--- config.mk ---
export PLATFORM = sky130hd
export DESIGN_NAME = gtpw_queue
export DESIGN_NICKNAME = d
export VERILOG_FILES = /design/src/gtpw_pkg.sv /design/src/gtpw_queue.sv
export SDC_FILE = /design/constraint.sdc
export NUM_CORES = 1
export LEC_CHECK = 0
export BUFFER_PORTS_ARGS = -buffer_cell sky130_fd_sc_hd__buf_2
export CORE_MARGIN = 2
export CORE_UTILIZATION = 50
export CTS_BUF_LIST = sky130_fd_sc_hd__clkbuf_2
export CTS_CLUSTER_DIAMETER = 100
export DETAILED_ROUTE_END_ITERATION = 8
export PLACE_DENSITY = 0.74
export SLEW_MARGIN = 20
export SYNTH_ARGS = -nofsm -noshare
export SYNTH_HDL_FRONTEND = slang
export SYNTH_SLANG_ARGS = --single-unit
--- constraint.sdc ---
create_clock -name clk -period 3.3 [get_ports clk]
set_input_delay 0.33 -clock clk [delete_from_list [all_inputs] [get_ports clk]]
set_output_delay 0.33 -clock clk [all_outputs]
set_load 0.02 [all_outputs]
--- src/gtpw_pkg.sv ---
`timescale 1ns / 1ps
package gtpw_pkg;

    localparam int MAX_ROWS_DEF    = 64;
    localparam int MAX_COLS_DEF    = 64;
    localparam int HEIGHT_BITS_DEF = 16;

    localparam int CFG_W   = 7;
    localparam int ROW_W   = 6;
    localparam int COL_W   = 6;
    localparam int IN_H_W  = 16;
    localparam int DIST_W  = 22;
    localparam int APB_W   = 32;
    localparam int PADDR_W = 3;

    localparam logic [DIST_W-1:0] DIST_MAX  = '1;
    localparam logic [CFG_W-1:0]  RESET_DIM = 7'd64;

    localparam logic FUNC_LOAD = 1'b0;
    localparam logic FUNC_WALK = 1'b1;

    localparam logic REG_ROWS = 1'b0;
    localparam logic REG_COLS = 1'b1;

    localparam int QUEUE_DEPTH = 2;

    typedef struct packed {
        logic              func;
        logic [ROW_W-1:0]  load_row;
        logic [COL_W-1:0]  load_col;
        logic [IN_H_W-1:0] height;
        logic [ROW_W-1:0]  origin_row;
    } in_item_t;

    typedef struct packed {
        logic [ROW_W-1:0]  path_row;
        logic [COL_W-1:0]  path_col;
        logic [DIST_W-1:0] distance;
        logic              last;
    } res_item_t;

    // Classified command handed from the front end to the walker.
    typedef struct packed {
        logic              func;
        logic [CFG_W-1:0]  row;
        logic [COL_W-1:0]  col;
        logic [IN_H_W-1:0] height;
        logic [CFG_W-1:0]  rows;
        logic [CFG_W-1:0]  cols;
    } cmd_t;

endpackage

--- src/gtpw_queue.sv ---
`timescale 1ns / 1ps
module gtpw_queue
    import gtpw_pkg::*;
(
    input  logic clk,
    input  logic rst_n,
    input  logic push,
    input  cmd_t din,
    output logic full,
    input  logic pop,
    output cmd_t dout,
    output logic empty
);

    localparam int PTR_W = (QUEUE_DEPTH > 1) ? $clog2(QUEUE_DEPTH) : 1;
    localparam int CNT_W = $clog2(QUEUE_DEPTH + 1);

    cmd_t             slot_reg [QUEUE_DEPTH];
    logic [PTR_W-1:0] wr_ptr_reg;
    logic [PTR_W-1:0] wr_ptr_next;
    logic [PTR_W-1:0] rd_ptr_reg;
    logic [PTR_W-1:0] rd_ptr_next;
    logic [CNT_W-1:0] count_reg;
    logic [CNT_W-1:0] count_next;
    logic             do_push;
    logic             do_pop;

    assign full    = (count_reg == CNT_W'(QUEUE_DEPTH));
    assign empty   = (count_reg == '0);
    assign do_push = push && !full;
    assign do_pop  = pop && !empty;
    assign dout    = slot_reg[rd_ptr_reg];

    always_comb
    begin
        wr_ptr_next = wr_ptr_reg;
        rd_ptr_next = rd_ptr_reg;
        count_next  = count_reg;
        if (do_push)
        begin
            wr_ptr_next = (wr_ptr_reg == PTR_W'(QUEUE_DEPTH - 1)) ? '0 : wr_ptr_reg + PTR_W'(1);
        end
        if (do_pop)
        begin
            rd_ptr_next = (rd_ptr_reg == PTR_W'(QUEUE_DEPTH - 1)) ? '0 : rd_ptr_reg + PTR_W'(1);
        end
        if (do_push && !do_pop)
        begin
            count_next = count_reg + CNT_W'(1);
        end
        else if (do_pop && !do_push)
        begin
            count_next = count_reg - CNT_W'(1);
        end
    end

    always_ff @(posedge clk or negedge rst_n)
    begin
        if (!rst_n)
        begin
            wr_ptr_reg <= '0;
            rd_ptr_reg <= '0;
            count_reg  <= '0;
        end
        else
        begin
            wr_ptr_reg <= wr_ptr_next;
            rd_ptr_reg <= rd_ptr_next;
            count_reg  <= count_next;
        end
    end

    always_ff @(posedge clk)
    begin
        if (do_push)
        begin
            slot_reg[wr_ptr_reg] <= din;
        end
    end

endmodule

======== Word-level counts from Yosys, hierarchy flattened ========
Memory sizes are Yosys's and may differ from the RTL's.
Index checks and enable logic that the tools add are counted.
cells by class
  eq/ne operators ......................... 1
  $add $sub $neg .......................... 4
  mux-type cells .......................... 6
  reduce and logical (&&, ||, !) cells .... 10
operators by type and width
  operator                                          number
  logical AND 1 bit                                 4
  logical NOT 1 bit                                 4
  two-way mux 1 bit                                 4
  two-way mux 2 bit                                 2
  adder 1 bit, second input constant                2
  adder 2 x 1 -> 2 bit, second input constant       1
  == test 2 bit, second input constant              1
  logical NOT 2 bit                                 1
  nonzero test 2 bit                                1
  subtractor 2 x 1 -> 2 bit, second input constant  1
word-level totals
  register bits ........................... 4
  logic and storage cells ................. 25
  memories kept ........................... 1
  output and inout port bits .............. 46
  memory bits (writable) .................. 88
  input bits .............................. 48
memory list
  name      depth  width  read ports  clocked after memory_dff  write ports  line              RTL
  slot_reg  2      44     1           0                         1            gtpw_queue.sv:18  cmd_t slot_reg [QUEUE_DEPTH];

======== Longest topological paths before layout ========
  depth in word-level cells ............... 7
  gate-level depth with buffers ........... 7
  mapped depth without buffers ............ 7

======== Worst setup path before layout ========
No wires, ideal clock.
  kind .................................... register to register
  start ................................... reg count_reg[0]
  end ..................................... mem slot_reg[0][0] (netlist name) (enable)
  clock period less this slack ............ 2.945 ns
  cell stages (with the launch flop) ...... 4
  data required time ...................... 2.855 ns
  library setup time ...................... 0.445 ns
  arrival time ............................ 2.499 ns
  path slack .............................. 0.355 ns
  buffers on the path ..................... 0
  cells stage by stage .................... dfrtp_1 -> nand2b_1 -> nand2_1 -> nor2_1
on the way
  longest elaborated chain between the ends .. 5
ends and longest elaborated chain
  what                                     line              RTL
  start, declared                          gtpw_queue.sv:23  logic [CNT_W-1:0] count_reg;
  start signal, assigned                   gtpw_queue.sv:69  count_reg <= count_next;
  == test 2 bit                            gtpw_queue.sv:28  assign full = (count_reg == CNT_W'(QUEUE_DEPTH));
  logical NOT 1 bit                        gtpw_queue.sv:30  assign do_push = push && !full;
  logical AND 1 bit                        gtpw_queue.sv:30
  two-way mux 1 bit                        gtpw_queue.sv:75  if (do_push)
  two-way mux 1 bit (implied by the code)  gtpw_queue.sv:77  slot_reg[wr_ptr_reg] <= din;
  end, declared                            gtpw_queue.sv:18
Every way passes these cells.

==> results.tsv <==
metric	value	unit
status	completed	
synth-compound-area-share	0.00140	
cts_tree	done	
grtUsageTotal	0.175	
ys_warn_count	0	
drt_pre_antenna_iters	4	
io_pins	94	
largest_register_ffs	88	
yosys.area.top_type	edfxtp_1	
grt_overflow	0	
synth.distinct_cells	15	
startpoint_type	register	
timing.slew.headroom	0.543	
synth_top_family_by_area	multiplexers	
totalWireLength	6420	um
grt_pass1_wl	9770	um
period_needed	2.48	ns
finalWeightedCongestion	0.678	
synth_area	3570	um^2
setup-tns-final	0	ns
num_vias	1885	
dp_hpwl	3860	um
postSynthNetCount	205	
final_layout_size_suffix_gt1_frac	0.506	
die-area	7840	um^2
vias_per_cell	4.64	
synthAdderAreaFrac	0.00350	
clock_latency	0.49	ns
cts_buffer_depth	2	
first_iter_violations	103	
antenna_found_initial	0	
crit_type	register to primary output	
hold_class	input pin to async pin	
path_clk_slew	0.21	ns
antennaDiodeCount	0	
rsz0062_at_grt	false	
fmax	404	MHz
nets	354	
muxShareOfSynthArea	0.180	
synthCells	156	
ir_worst_vdd	557	uV
root_buffer	clkbuf_2	
wl_per_cell	15.8	um
clock_sinks	92	
h-tree-depth	3	
design_area	4660	um^2
start_util	0.520	
cp.required	2.97	ns
period_share	0.751	
die_h	88.5	um
clock_skew	0.0197	ns
cts_buffers	9	
postPlaceCellArea	4110	um^2
portBuffers	93	
leakagePower	0.00190	uW
holdWs	0.140	ns
num_rows	30	
synth-simple-area-share	0.00771	
finalSetupViolations	0	
hold_viol	0	
yosys.area_share.xor_xnor	0.0123	
p_per_area	784	nW/um^2
grt_max_degree	45	
die_w	88.5	um
postCtsSetupBuffers	0	
cp_max_fo	17	
end_kind	primary output	
ys_seq_area_frac	0.768	
coreArea	6870	um^2
cap_violations	0	
arrival	2.15	ns
syn2layout_area_growth	30.5	%
drc_errors	0	
synth_top_area_frac	0.740	
worst_pin_slew	0.684	ns
ys_seq_elements	92	
grt_pass1_vias	1969	
synth_area_per_cell	22.9	um^2
slew_violations	0	
final_antenna_net_count	0	
fill_cells	483	
synth.area.top_cells	edfxtp_1 74%, mux2_4 16%, dfrtp_1 2.8%	
==> report_power, final <==
group | switching, uW | internal, uW
combinational | 804 | 701
clock | 334 | 88.7
sequential | 131 | 1600
==> final cells by class <==
type / count / area (um^2) / share of cell area
multi-input combinational: 57 / 739 / 0.159
inverter: 2 / 7.51 / 0.00161
tap: 96 / 120 / 0.0258
clock buffer: 9 / 45.0 / 0.00966
sequential: 92 / 2740 / 0.588
clock inverter: 7 / 33.8 / 0.00724
timing repair buffer: 143 / 973 / 0.209
==> placed cells by master, fill, tap and decap left out, drive strengths merged <==
master	count
buf	98
edfxtp	88
dlygate4sd3	45
mux2	44
clkbuf	9
clkinv	7
dfrtp	4
xnor2	3
nor2	3
inv	2
xor2	2
nand2b	1
nand2	1
o21ai	1
and3	1
ha	1
==> logic make-up (layout without fill, tap and decap cells) <==
logic type	after synthesis	count (layout)
xor gates and xnor gates	5	5
muxes	44	44
AOI/OAI and AO/OA	1	1
adders and majority gates	1	1
buffers and inverters	7	161
DFF	92	92
and+or+nand+nor	6	6
==> worst paths after layout <==
kind | startpoint | to | slack [ns] | cells after the start
hold / removal | rst_n | count_reg[1] | 0.14 | 2
setup reg to reg | count_reg[0] | slot_reg[0][14] | 1.27 | 4
min in group clk | pop | rd_ptr_reg | 0.16 | 3
setup / recovery | rd_ptr_reg | dout[22] | 0.82 | 3
max in group asynchronous | rst_n | rd_ptr_reg | 3.03 | 2
hold reg to reg | count_reg[1] | count_reg[1] | 0.53 | 1
==> synth_stat cells, drive strengths merged <==
master,count
buf,5
inv,2
o21ai,1
mux2,44
xnor2,3
nor2,3
nand2,1
ha,1
and3,1
dfrtp,4
nand2b,1
xor2,2
edfxtp,88
==> worst max-delay path, cell delays in order (launching register included) <==
cell and delay [ns]:
dfrtp_2 0.74, buf_4 0.37, mux2_2 0.38, buf_2 0.16
==> stage by stage <==
step | std cells | utilization | worst slack, ns | total power, uW
floorplan | 156 | - | 0.355 | 2890
global placement | 344 | 0.598 | 1.36 | 3170
detailed placement | 344 | 0.598 | 1.26 | 3210
CTS | 405 | 0.675 | 0.764 | 3670
global route | 406 | 0.679 | 0.679 | 3860
finish | 406 | 0.679 | 0.823 | 3660
==> metal layers <==
| metal | wire length [um] | vias to the layer above | track usage | share of wire |
|---|---|---|---|---|
| met3 | 484 | 11 | 0.0793 | 0.075 |
| met2 | 3390 | 71 | 0.301 | 0.53 |
| met4 | 96 | 0 | 0.0620 | 0.015 |
| met1 | 2440 | 898 | 0.193 | 0.38 |
| met5 | 0 | - | 0 | 0 |
| li1 | - | 905 | - | - |
==> what timing repair did <==
action | 4_1_cts | 5_1_grt
hold buffers | 45 | 0
hold endpoints to repair | 91 | 0
gates resized for setup | 0 | 0
Note: power is estimated with default switching activity, not from simulation.
