**config.mk**
```make
export PLATFORM = sky130hd
export DESIGN_NAME = gtpw_front
export DESIGN_NICKNAME = d
export VERILOG_FILES = /design/src/gtpw_pkg.sv /design/src/gtpw_front.sv
export SDC_FILE = /design/constraint.sdc
export NUM_CORES = 1
export LEC_CHECK = 0
export ABC_AREA = 1
export BUFFER_PORTS_ARGS = -buffer_cell sky130_fd_sc_hd__buf_2
export CAP_MARGIN = 20
export CORE_AREA = 8 8 57 59
export DETAILED_ROUTE_END_ITERATION = 16
export DIE_AREA = 0 0 65 67
export MAX_ROUTING_LAYER = met4
export PLACE_DENSITY_LB_ADDON = 0.12
export SLEW_MARGIN = 20
export SYNTH_ARGS = -nofsm -noshare
export SYNTH_HDL_FRONTEND = slang
export SYNTH_SLANG_ARGS = --single-unit
```
**constraint.sdc**
```tcl
create_clock -name vclk -period 2.25
set_input_delay 0 -clock vclk [all_inputs]
set_output_delay 0 -clock vclk [all_outputs]
set_load 0.02 [all_outputs]
```
**src/gtpw_pkg.sv**
```systemverilog
`timescale 1ns / 1ps
package gtpw_pkg;

    localparam int MAX_ROWS_DEF    = 64;
    localparam int MAX_COLS_DEF    = 64;
    localparam int HEIGHT_BITS_DEF = 16;

    localparam int CFG_W   = 7;
    localparam int ROW_W   = 6;
    localparam int COL_W   = 6;
    localparam int IN_H_W  = 16;
    localparam int DIST_W  = 22;
    localparam int APB_W   = 32;
    localparam int PADDR_W = 3;

    localparam logic [DIST_W-1:0] DIST_MAX  = '1;
    localparam logic [CFG_W-1:0]  RESET_DIM = 7'd64;

    localparam logic FUNC_LOAD = 1'b0;
    localparam logic FUNC_WALK = 1'b1;

    localparam logic REG_ROWS = 1'b0;
    localparam logic REG_COLS = 1'b1;

    localparam int QUEUE_DEPTH = 2;

    typedef struct packed {
        logic              func;
        logic [ROW_W-1:0]  load_row;
        logic [COL_W-1:0]  load_col;
        logic [IN_H_W-1:0] height;
        logic [ROW_W-1:0]  origin_row;
    } in_item_t;

    typedef struct packed {
        logic [ROW_W-1:0]  path_row;
        logic [COL_W-1:0]  path_col;
        logic [DIST_W-1:0] distance;
        logic              last;
    } res_item_t;

    // Classified command handed from the front end to the walker.
    typedef struct packed {
        logic              func;
        logic [CFG_W-1:0]  row;
        logic [COL_W-1:0]  col;
        logic [IN_H_W-1:0] height;
        logic [CFG_W-1:0]  rows;
        logic [CFG_W-1:0]  cols;
    } cmd_t;

endpackage

```
**src/gtpw_front.sv**
```systemverilog
`timescale 1ns / 1ps
module gtpw_front
    import gtpw_pkg::*;
#(
    parameter int MAX_ROWS = MAX_ROWS_DEF,
    parameter int MAX_COLS = MAX_COLS_DEF
)
(
    input  logic             start,
    input  in_item_t         item,
    input  logic [CFG_W-1:0] rows_cfg,
    input  logic [CFG_W-1:0] cols_cfg,
    input  logic             full,
    output logic             busy,
    output logic             push,
    output cmd_t             cmd
);

    logic [CFG_W-1:0] rows_eff;
    logic [CFG_W-1:0] cols_eff;
    logic [CFG_W-1:0] start_ext;
    logic             load_ok;
    logic             accept;

    always_comb
    begin
        if (rows_cfg < CFG_W'(2))
        begin
            rows_eff = CFG_W'(2);
        end
        else if (32'(rows_cfg) > MAX_ROWS)
        begin
            rows_eff = CFG_W'(MAX_ROWS);
        end
        else
        begin
            rows_eff = rows_cfg;
        end

        if (cols_cfg < CFG_W'(1))
        begin
            cols_eff = CFG_W'(1);
        end
        else if (32'(cols_cfg) > MAX_COLS)
        begin
            cols_eff = CFG_W'(MAX_COLS);
        end
        else
        begin
            cols_eff = cols_cfg;
        end

        start_ext = CFG_W'(item.origin_row);
        if (start_ext > rows_eff - CFG_W'(1))
        begin
            start_ext = rows_eff - CFG_W'(1);
        end
    end

    assign load_ok = (32'(item.load_row) < MAX_ROWS) && (32'(item.load_col) < MAX_COLS);
    assign busy    = full;
    assign accept  = start && !full;

    // Loads that fall outside the map are taken and dropped here.
    assign push = accept && ((item.func == FUNC_WALK) || load_ok);

    always_comb
    begin
        cmd.func   = item.func;
        cmd.row    = (item.func == FUNC_WALK) ? start_ext : CFG_W'(item.load_row);
        cmd.col    = item.load_col;
        cmd.height = item.height;
        cmd.rows   = rows_eff;
        cmd.cols   = cols_eff;
    end

endmodule

```
# Word-level counts from Yosys, hierarchy flattened
# Index checks and enable logic that the tools add are counted.
[word_totals]
ramBits = 0
mem_count = 0
out_inout_bits = 46
rom_bits = 0
register_bits = 0
input_bits = 51
latchBits = 0
[classes]
order_cmp = 5
shifts = 0
n_addsub = 1
div_mod_pow = 0
muxes = 6
n_reduce_logical = 2
n_eq_ne = 0
n_mul = 0
n_bitwise = 0
[op_table]
columns = ["operator", "n"]
rows = [
  ["7-bit two-way mux", 6],
  ["7-bit > comparator, second input constant", 2],
  ["6-bit by 7-bit > comparator with 1-bit output", 1],
  ["7-bit by 1-bit less-than comparator with 1-bit output, second input constant", 1],
  ["7-bit by 2-bit less-than comparator with 1-bit output, second input constant", 1],
  ["7-bit by 1-bit subtractor with 7-bit output, second input constant", 1],
  ["1-bit logical AND", 1],
  ["1-bit zero test", 1],
]

# Logic depth before layout (Yosys ltp)
# Gate-level depths: netlist (run 1).
[depth]
depth_word = 7
ltp_mapped = 22

# Worst setup path after synthesis (run 1)
# No wires, ideal clock.
[synth_path]
path_type = "input to output"
start = "in rows_cfg[6]"
end = "out cmd[39] in the netlist's numbering"
setup_slack_ns = 0.113
n_path_buf = 0
arrival_ns = 2.137
stages = 20
t_required_ns = 2.250
cell_sequence = "nor2_1 nand3_2 nand2_2 inv_1 ha_1 nand2_2 clkinv_2 nand2_2 nand2_1 o21ai_0 inv_1 ha_1 nand2_1 nor2_1 nand3_1 nand2_1 a21oi_1 nand3_1 nand3_1 nand2_1"
[synth_lines]
columns = ["element", "line_no", "source"]
rows = [
  ["start, declared", "gtpw_front.sv:11", "input logic [CFG_W-1:0] rows_cfg,"],
  ["end, declared", "gtpw_front.sv:16", "output cmd_t cmd"],
]

==> flow_metrics.tcl, run 1 <==
set metrics [dict create \
    status "completed" \
    synth.area.top_cells "buf_4 (24%), nand2_1 (19%), inv_1 (12%)" \
    grt_pass1_vias 973 \
    placed_area_um2 963.4 \
    grt_max_degree 9 \
    drive_gt1_share_pct 56.15 \
    area_growth_pct 49.84 \
    diodes 0 \
    wirelength_mm 2.711 \
    syn_nets 208 \
    maxCapViolations 0 \
    hold_depth 0 \
    wl_per_cell_um 12.49 \
    max-vdd-ir-drop_mv 0.1213 \
    syn_area_um2 798.3 \
    synth-seq-area-share_pct 0 \
    die-area_mm2 0.004355 \
    drc 0 \
    fill_cells 254 \
    dieHeight_um 67 \
    drtIter0Drc 17 \
    arrival_ns 2.15 \
    core_mm2 0.002365 \
    drt_pass1_iterations 4 \
    met1_length_mm 1.008 \
    final.period_utilization_pct 95.44 \
    syn_area_per_cell_um2 5.322 \
    met2_length_mm 1.439 \
    clock_buffers 0 \
    seqCellArea_um2 0 \
    rsz0062_at_grt "yes" \
    drtAntennaViolNets 0 \
    critPathLaunchType "primary input" \
    multi_input_area_um2 630.6 \
    synth_top_area_cell "buf_4" \
    grt_pass1_wl_mm 4.167 \
    wl_met3_um 258 \
    hold_viol 0 \
    syn_inst 150 \
    p_per_area_mw_per_mm2 276.1 \
    timing.final.ws_setup_ns 0.1025 \
    ioPinCount 97 \
    overflow 0 \
    top_layer "met4" \
    switchingPower_uw 186.6 \
    fin_nets 247 \
    ys_types 20 \
    antenna_found_initial 0 \
    synth_top_area_share_pct 23.51 \
    clock.fmax_mhz 465.7 \
    finalPower_uw 330.3 \
    path_class "in -> out" \
    final.min_clock_period_ns 2.147 \
    ys_warn_count 0 \
    grt_usage_pct 11.21 \
    comb_power_share_pct 100.0 \
    swShare_pct 56.50 \
    design.seq.count 0 \
    leakage_nw 0.7430 \
    port_buffers 52 \
    num_rows 18 \
    initial_core_util_pct 33.76 \
    p_seq_share_pct 0 \
    final_area_mm2 0.001196 \
    critPathRequiredTime_ns 2.25 \
    intPower_uw 143.7 \
    endpoint_kind "output port" \
    cp_max_fo 6 \
    vias 981 \
    hold_path.class "in -> out" \
    die_w_um 65 \
    drv_slew 0 \
    viasPerCell 4.521 \
    p_clk_share_pct 0 \
    tns_ns 0 \
    finalWeightedCongestion 0.7878 \
    hold_slack_ns 0.000007743 \
    dp_slack_ns -0.1111 \
    setup_viol 0 \
    dp_hpwl_mm 2.238 \
]
[cell families after synthesis]
logic type	count (synthesis)	synth area share [%]
simple gates	80	45.93
buf+inv	56	38.87
fa+ha+maj	7	10.97
compound gates	6	3.762
other cells	1	0.4698
[cell usage in the layout, fill, tap and decap left out, drive strengths merged]
cell / synthesis / layout
buf: 25 / 64
nor3: 1 / 1
nand3: 14 / 14
nor2: 15 / 15
a21oi: 4 / 4
nand2: 45 / 45
o21ai: 2 / 2
clkinv: 1 / 1
inv: 28 / 28
conb: 1 / 1
nand4: 5 / 5
ha: 7 / 7
[routing by layer]
metal,track usage [%],vias to the layer above
li1,-,510
met1,11.90,428
met2,20.50,39
met3,3.020,4
met4,2.180,0
met5,-,-
[worst paths after layout]
check,start,end,slack [ns]
worst min-delay path,item[12],cmd[20],0.000008
worst max-delay path,rows_cfg[6],cmd[39],0.10
[final cells by class]
class,count,share of cell area (%)
timing repair buffer,64,34.62
multi-input combinational,94,52.72
tap,30,3.138
inverter,29,9.519
[worst max-delay path: stages]
cell and delay [ns]:
buf_6 0.11, buf_4 0.13, inv_2 0.06, nand2_2 0.05, nand2_2 0.06, inv_2 0.04, ha_4 0.15, nand2_4 0.07
clkinv_4 0.06, nand2_4 0.05, nand2_1 0.05, o21ai_1 0.06, inv_1 0.09, ha_4 0.29, nand2_4 0.05, inv_2 0.04
nand2_1 0.04, nand2_1 0.06, nand2_2 0.09, nand2_4 0.09, nand3_4 0.11, nand2_1 0.09, nand3_1 0.06, nand2_1 0.09
buf_6 0.12
[power by group through the flow]
stage	combinational, mW	sequential [mW]	clock [mW]
6_report	0.330	0	0
5_1_grt	0.360	0	0
4_1_cts	0.273	0	0
3_5_place_dp	0.247	0	0
3_3_place_gp	0.245	0	0
2_1_floorplan	0.213	0	0
[what timing repair did]
| action | in CTS | in global routing |
|---|---|---|
| hold buffers | 0 | 0 |
| gates resized for setup | 13 | 47 |
| setup buffers | 1 | 2 |
| gates cloned | 0 | 0 |
| hold endpoints to repair | 0 | 0 |
| setup endpoints to repair | 6 | 6 |
| pin swaps | 4 | 26 |
[cells in the mapped netlist]
cell           instances
nand2_4                1
nor3_1                 1
nor2_1                14
clkinv_2               1
clkbuf_1               1
inv_2                  2
nand4_1                5
a21oi_1                4
inv_1                 26
nand2_1               41
dlygate4sd1_1          1
nor2_2                 1
nand3_4                1
nand3_2                1
conb_1                 1
nand2_2                3
buf_4                 25
ha_1                   7
nand3_1               12
o21ai_0                2
[per-stage QoR]
| step | instances | utilization, % |
|---|---|---|
| floorplan | 150 | - |
| global placement | 214 | 40.74 |
| detailed placement | 214 | 40.74 |
| CTS | 215 | 43.28 |
| global route | 217 | 50.58 |
| finish | 217 | 50.58 |
No activity file was read; power rests on OpenSTA's default activity.
==> inputs of run 2 (changes only) <==
--- a/config.mk
+++ b/config.mk
@@ -8,9 +8,9 @@
 export ABC_AREA = 1
 export BUFFER_PORTS_ARGS = -buffer_cell sky130_fd_sc_hd__buf_2
 export CAP_MARGIN = 20
-export CORE_AREA = 8 8 57 59
+export CORE_AREA = 2 2 51 53
 export DETAILED_ROUTE_END_ITERATION = 16
-export DIE_AREA = 0 0 65 67
+export DIE_AREA = 0 0 53 55
 export MAX_ROUTING_LAYER = met4
 export PLACE_DENSITY_LB_ADDON = 0.12
 export SLEW_MARGIN = 20
==> run 2 against run 1 <==
  * Global-route usage increased by 1.2 points
  * Count of clock-buffer cells in the layout unchanged
  * Routed wire length is 22% lower
  * Non-clock buffer count decreased by 3
  * Largest power group unchanged
==> flow_metrics.tcl, run 2 (synthesis results as in run 1) <==
set metrics [dict create \
    final_common_cell "buf_2" \
    ctsHoldBuffers 0 \
    critPathRequiredTime_ns 2.25 \
    tns_ns 0 \
    final_cells 214 \
    final.min_clock_period_ns 2.091 \
    drc 0 \
    hold_viol 0 \
    leakage_nw 0.7056 \
    seqCellArea_um2 0 \
    vias 952 \
    core_mm2 0.002365 \
    final.period_utilization_pct 92.93 \
    intPower_uw 126.2 \
    p_clk_share_pct 0 \
    finalPower_uw 296.0 \
    endpoint_kind "output port" \
    timing.final.ws_setup_ns 0.1591 \
    comb_power_share_pct 100.0 \
    slowest_delay_ns 0.26 \
    dp.cells 214 \
    grt_max_degree 9 \
    ioPinCount 97 \
    die_w_um 53 \
    wl_per_cell_um 9.897 \
    fin_nets 244 \
    grt_pass1_wl_mm 2.787 \
    initial_core_util_pct 33.76 \
    status "completed" \
    drtIter0Drc 7 \
    final_core_util_pct 46.61 \
    finalWeightedCongestion 0.7787 \
    viasPerCell 4.449 \
    arrival_ns 2.09 \
    setup_viol 0 \
    dp_hpwl_mm 1.791 \
    area_growth_pct 38.09 \
    clock.fmax_mhz 478.3 \
    fill_cells 253 \
    switchingPower_uw 169.8 \
    dp_slack_ns -0.06521 \
    clock_buffers 0 \
    drv_slew 0 \
    die-area_mm2 0.002915 \
    dieHeight_um 55 \
    multi_input_area_um2 585.6 \
    path_class "in -> out" \
    layout_common_cells "buf_2 (45), nand2_1 (32), inv_1 (24)" \
    p_per_area_mw_per_mm2 268.5 \
    port_buffers 52 \
    p_seq_share_pct 0 \
    max-vdd-ir-drop_mv 0.1181 \
    num_rows 18 \
    critPathLaunchType "primary input" \
    drtAntennaViolNets 0 \
    path_common_cell "nand2_2" \
    swShare_pct 57.36 \
    grt_pass1_vias 755 \
    drt_pass1_iterations 4 \
    slowest_stage "ha_4" \
    design.seq.count 0 \
    wirelength_mm 2.118 \
    overflow 0 \
    hold_path.class "in -> out" \
    diodes 0 \
    path_cells "buf_2, nor2_2, nand3_4, nand2_2, inv_2, ha_4, nand2_4, inv_4, nand2_2, nand2_2, o21ai_2, inv_2, ha_4, nand2_2, inv_1, nand2_1, nand2_1, nand2_2, nand2_4, nand3_4, nand2_1, nand3_1, nand2_1, buf_6" \
    cp_max_fo 6 \
    maxCapViolations 0 \
    antenna_found_initial 0 \
    grt_usage_pct 12.40 \
    drive_gt1_share_pct 50.00 \
]
-- run 2: cell types whose count changed in the layout (fill, tap and decap cells not counted), moves of 2 or more --
| cell | change |
|---|---|
| nand2_2 | -3 |
| nand2_4 | -2 |
| nand3_2 | -7 |
| nand2_1 | +5 |
| buf_6 | -3 |
| nand3_1 | +6 |
| buf_2 | +2 |
-- run 2: per-stage QoR --
step | hold slack [ns] | cell area [um^2]
floorplan | 0.07979 | 798.3
global route | 0.00002926 | 1102
CTS | 0.0001487 | 980.9
detailed placement | 0.0001487 | 963.4
global placement | 0.0001487 | 963.4
finish | 0.000007417 | 1102
-- run 2: area by class of cell --
cell class | instances | area share (%)
well taps | 30 | 3.405
repair buffers | 61 | 33.37
multi-input cells | 94 | 53.12
inverters | 29 | 10.10
-- run 2: power groups by stage --
stage / clock (mW) / combinational (mW) / sequential, mW
finish: 0 / 0.296 / 0
global route: 0 / 0.324 / 0
CTS: 0 / 0.250 / 0
detailed placement: 0 / 0.244 / 0
global placement: 0 / 0.242 / 0
floorplan: 0 / 0.213 / 0
-- run 2: layer usage --
metal	track usage, %	share of wire (%)
met5	-	0
met4	4.274	0.42
met3	1.613	8.6
met2	22.71	51
met1	13.94	39
-- run 2: what timing repair did --
action                     in CTS  in global routing
setup endpoints to repair       6                  6
gates resized for setup         5                 38
pin swaps                       0                 14
setup buffers                   0                  0
-- run 2: path summary, 6_finish.rpt --
kind	start	to	slack, ns	cells past startpoint
worst max-delay path	rows_cfg[4]	cmd[37]	0.16	24
worst min-delay path	item[26]	cmd[34]	0.000007	0
-- run 2: worst max-delay path, delay by kind of cell --
kind | cells | cell delay [ns]
buffers and inverters | 6 | 0.41
AND/OR/NAND/NOR | 15 | 1.21
adder cells (fa/ha/maj) | 2 | 0.42
AO/OA/AOI/OAI | 1 | 0.05
==> inputs of run 3 (changes only) <==
--- a/config.mk
+++ b/config.mk
@@ -12,7 +12,7 @@
 export DETAILED_ROUTE_END_ITERATION = 16
 export DIE_AREA = 0 0 53 55
 export MAX_ROUTING_LAYER = met4
-export PLACE_DENSITY_LB_ADDON = 0.12
+export PLACE_DENSITY = 0.86
 export SLEW_MARGIN = 20
 export SYNTH_ARGS = -nofsm -noshare
 export SYNTH_HDL_FRONTEND = slang
==> run 3 against run 2 <==
  * Hold slack barely moved
  * Via count is 3.6% higher
  * First-iteration DRC count increased by 100%
  * Global-route usage down 0.29 points
  * Cell area is 0.91% higher
  * Sequential share of layout area is the same
  * Utilization rose by 0.42 points
  * Flip-flop and latch count is the same
  * Total power grew 3.9%
  * Setup slack got worse by 0.092 ns
  * Critical path depth shrank 3
  * Fmax is 4.2% lower
  * Largest cell class unchanged
  * Highest routed layer unchanged
==> flow_metrics.tcl, run 3 (synthesis results as in run 1) <==
set metrics [dict create \
    status "completed" \
    final_cells 213 \
    wl_per_cell_um 10.60 \
    clock.fmax_mhz 458.1 \
    ioPinCount 97 \
    dieHeight_um 55 \
    drv_slew 0 \
    vias 986 \
    layout_common_cells "buf_2 (45), nand2_1 (32), inv_1 (23)" \
    design.seq.count 0 \
    grt_usage_pct 12.11 \
    dp_hpwl_mm 1.698 \
    path_class "in -> out" \
    maxCapViolations 0 \
    path_common_cell "nand2_2" \
    seqCellArea_um2 0 \
    overflow 0 \
    hold_path.class "in -> out" \
    leakage_nw 0.7015 \
    drive_gt1_share_pct 50.27 \
    final.period_utilization_pct 97.02 \
    final_common_cell "buf_2" \
    die_w_um 53 \
    num_rows 18 \
    area_growth_pct 39.34 \
    slowest_stage "ha_4" \
    diodes 0 \
    setup_viol 0 \
    hold_path.startpoint "item[7]" \
    drc 0 \
    grt_pass1_wl_mm 2.718 \
    grt_max_degree 9 \
    initial_core_util_pct 33.76 \
    hold_viol 0 \
    critPathLaunchType "primary input" \
    core_mm2 0.002365 \
    cpLargestDelayFamily "simple AND/OR/NAND/NOR gates" \
    port_buffers 52 \
    drtIter0Drc 14 \
    fin_nets 243 \
    grt_pass1_vias 701 \
    endpoint_kind "output port" \
    wirelength_mm 2.258 \
    cp_max_fo 6 \
    critPathRequiredTime_ns 2.25 \
    antenna_found_initial 0 \
    die-area_mm2 0.002915 \
    placed_area_um2 948.4 \
    whs_endpoint "cmd[15]" \
    final_area_mm2 0.001112 \
    finalPower_uw 307.6 \
    hold_depth 0 \
    fill_cells 242 \
    dp.cells 212 \
    final.min_clock_period_ns 2.183 \
    max-vdd-ir-drop_mv 0.1514 \
    clock_buffers 0 \
    path_cells "buf_4, nor2_4, nand3_4, nand2_2, inv_2, ha_4, nand2_4, inv_4, nor2_2, ha_4, a21oi_1, nand2_1, nand2_2, nand2_2, nand2_2, nand2_4, nand3_4, nand2_1, nand3_1, nand2_1, buf_4" \
    slowest_delay_ns 0.23 \
    p_per_area_mw_per_mm2 276.5 \
    ctsHoldBuffers 0 \
    viasPerCell 4.629 \
    finalWeightedCongestion 0.7858 \
    drtAntennaViolNets 0 \
    drt_pass1_iterations 4 \
    path_buf_inv 4 \
    arrival_ns 2.18 \
]
[run 3: cell types whose count changed in the layout (fill, tap and decap cells not counted), moves of 2 or more]
cell,before,now
buf_4,10,12
nor2_2,5,2
nor2_1,8,10
buf_6,6,3
[run 3: area by class of cell]
type	instances	area [um^2]	area share [%]
Timing Repair Buffer	60	349.1	31.38
Tap cell	30	37.54	3.375
Inverter	29	111.4	10.01
Multi-Input combinational cell	94	614.3	55.23
[run 3: repair_timing]
action | in CTS | in global routing
hold endpoints to repair | 0 | 0
buffers inserted | 0 | 1
resized for setup | 8 | 36
cloned | 0 | 0
pin swaps | 1 | 13
endpoints found under the setup margin | 6 | 6
[run 3: how the worst max path moves through the flow]
stage / slack [ns] / cells after the start / end / startpoint
2_1_floorplan: 0.11 / 20 / cmd[39] / rows_cfg[6]
3_3_place_gp: -0.03 / 24 / cmd[41] / rows_cfg[6]
3_5_place_dp: -0.08 / 24 / cmd[41] / rows_cfg[6]
4_1_cts: 0.02 / 24 / cmd[41] / rows_cfg[1]
5_1_grt: -0.07 / 21 / cmd[36] / rows_cfg[5]
6_report: 0.07 / 21 / cmd[40] / rows_cfg[5]
[run 3: report_power, final]
part / switching [mW] / internal [mW] / total (mW)
clock network: 0 / 0 / 0
logic: 0.180 / 0.127 / 0.308
registers: 0 / 0 / 0
total: 0.180 / 0.127 / 0.308
[run 3: through the flow]
stage / worst slack [ns] / hold slack (ns) / setup TNS, ns / utilization [%]
floorplan: 0.1129 / 0.07979 / 0 / -
global placement: -0.03081 / 0.0001367 / -0.1014 / 40.11
detailed placement: -0.08018 / 0.0001367 / -0.3960 / 40.11
CTS: 0.01911 / 0.0001367 / 0 / 41.11
global route: -0.07246 / 0.00003031 / -0.4001 / 47.04
finish: 0.06703 / 0.000007421 / 0 / 47.04
[run 3: per-layer routing]
metal / global-route usage, % / routed length, um / up-vias / part of all wire, %
met1: 16.19 / 908 / 430 / 40
met2: 19.79 / 1106 / 39 / 49
met5: - / 0 / - / 0
met3: 1.075 / 159 / 16 / 7.0
met4: 2.991 / 82 / 0 / 3.6
li1: - / - / 501 / -
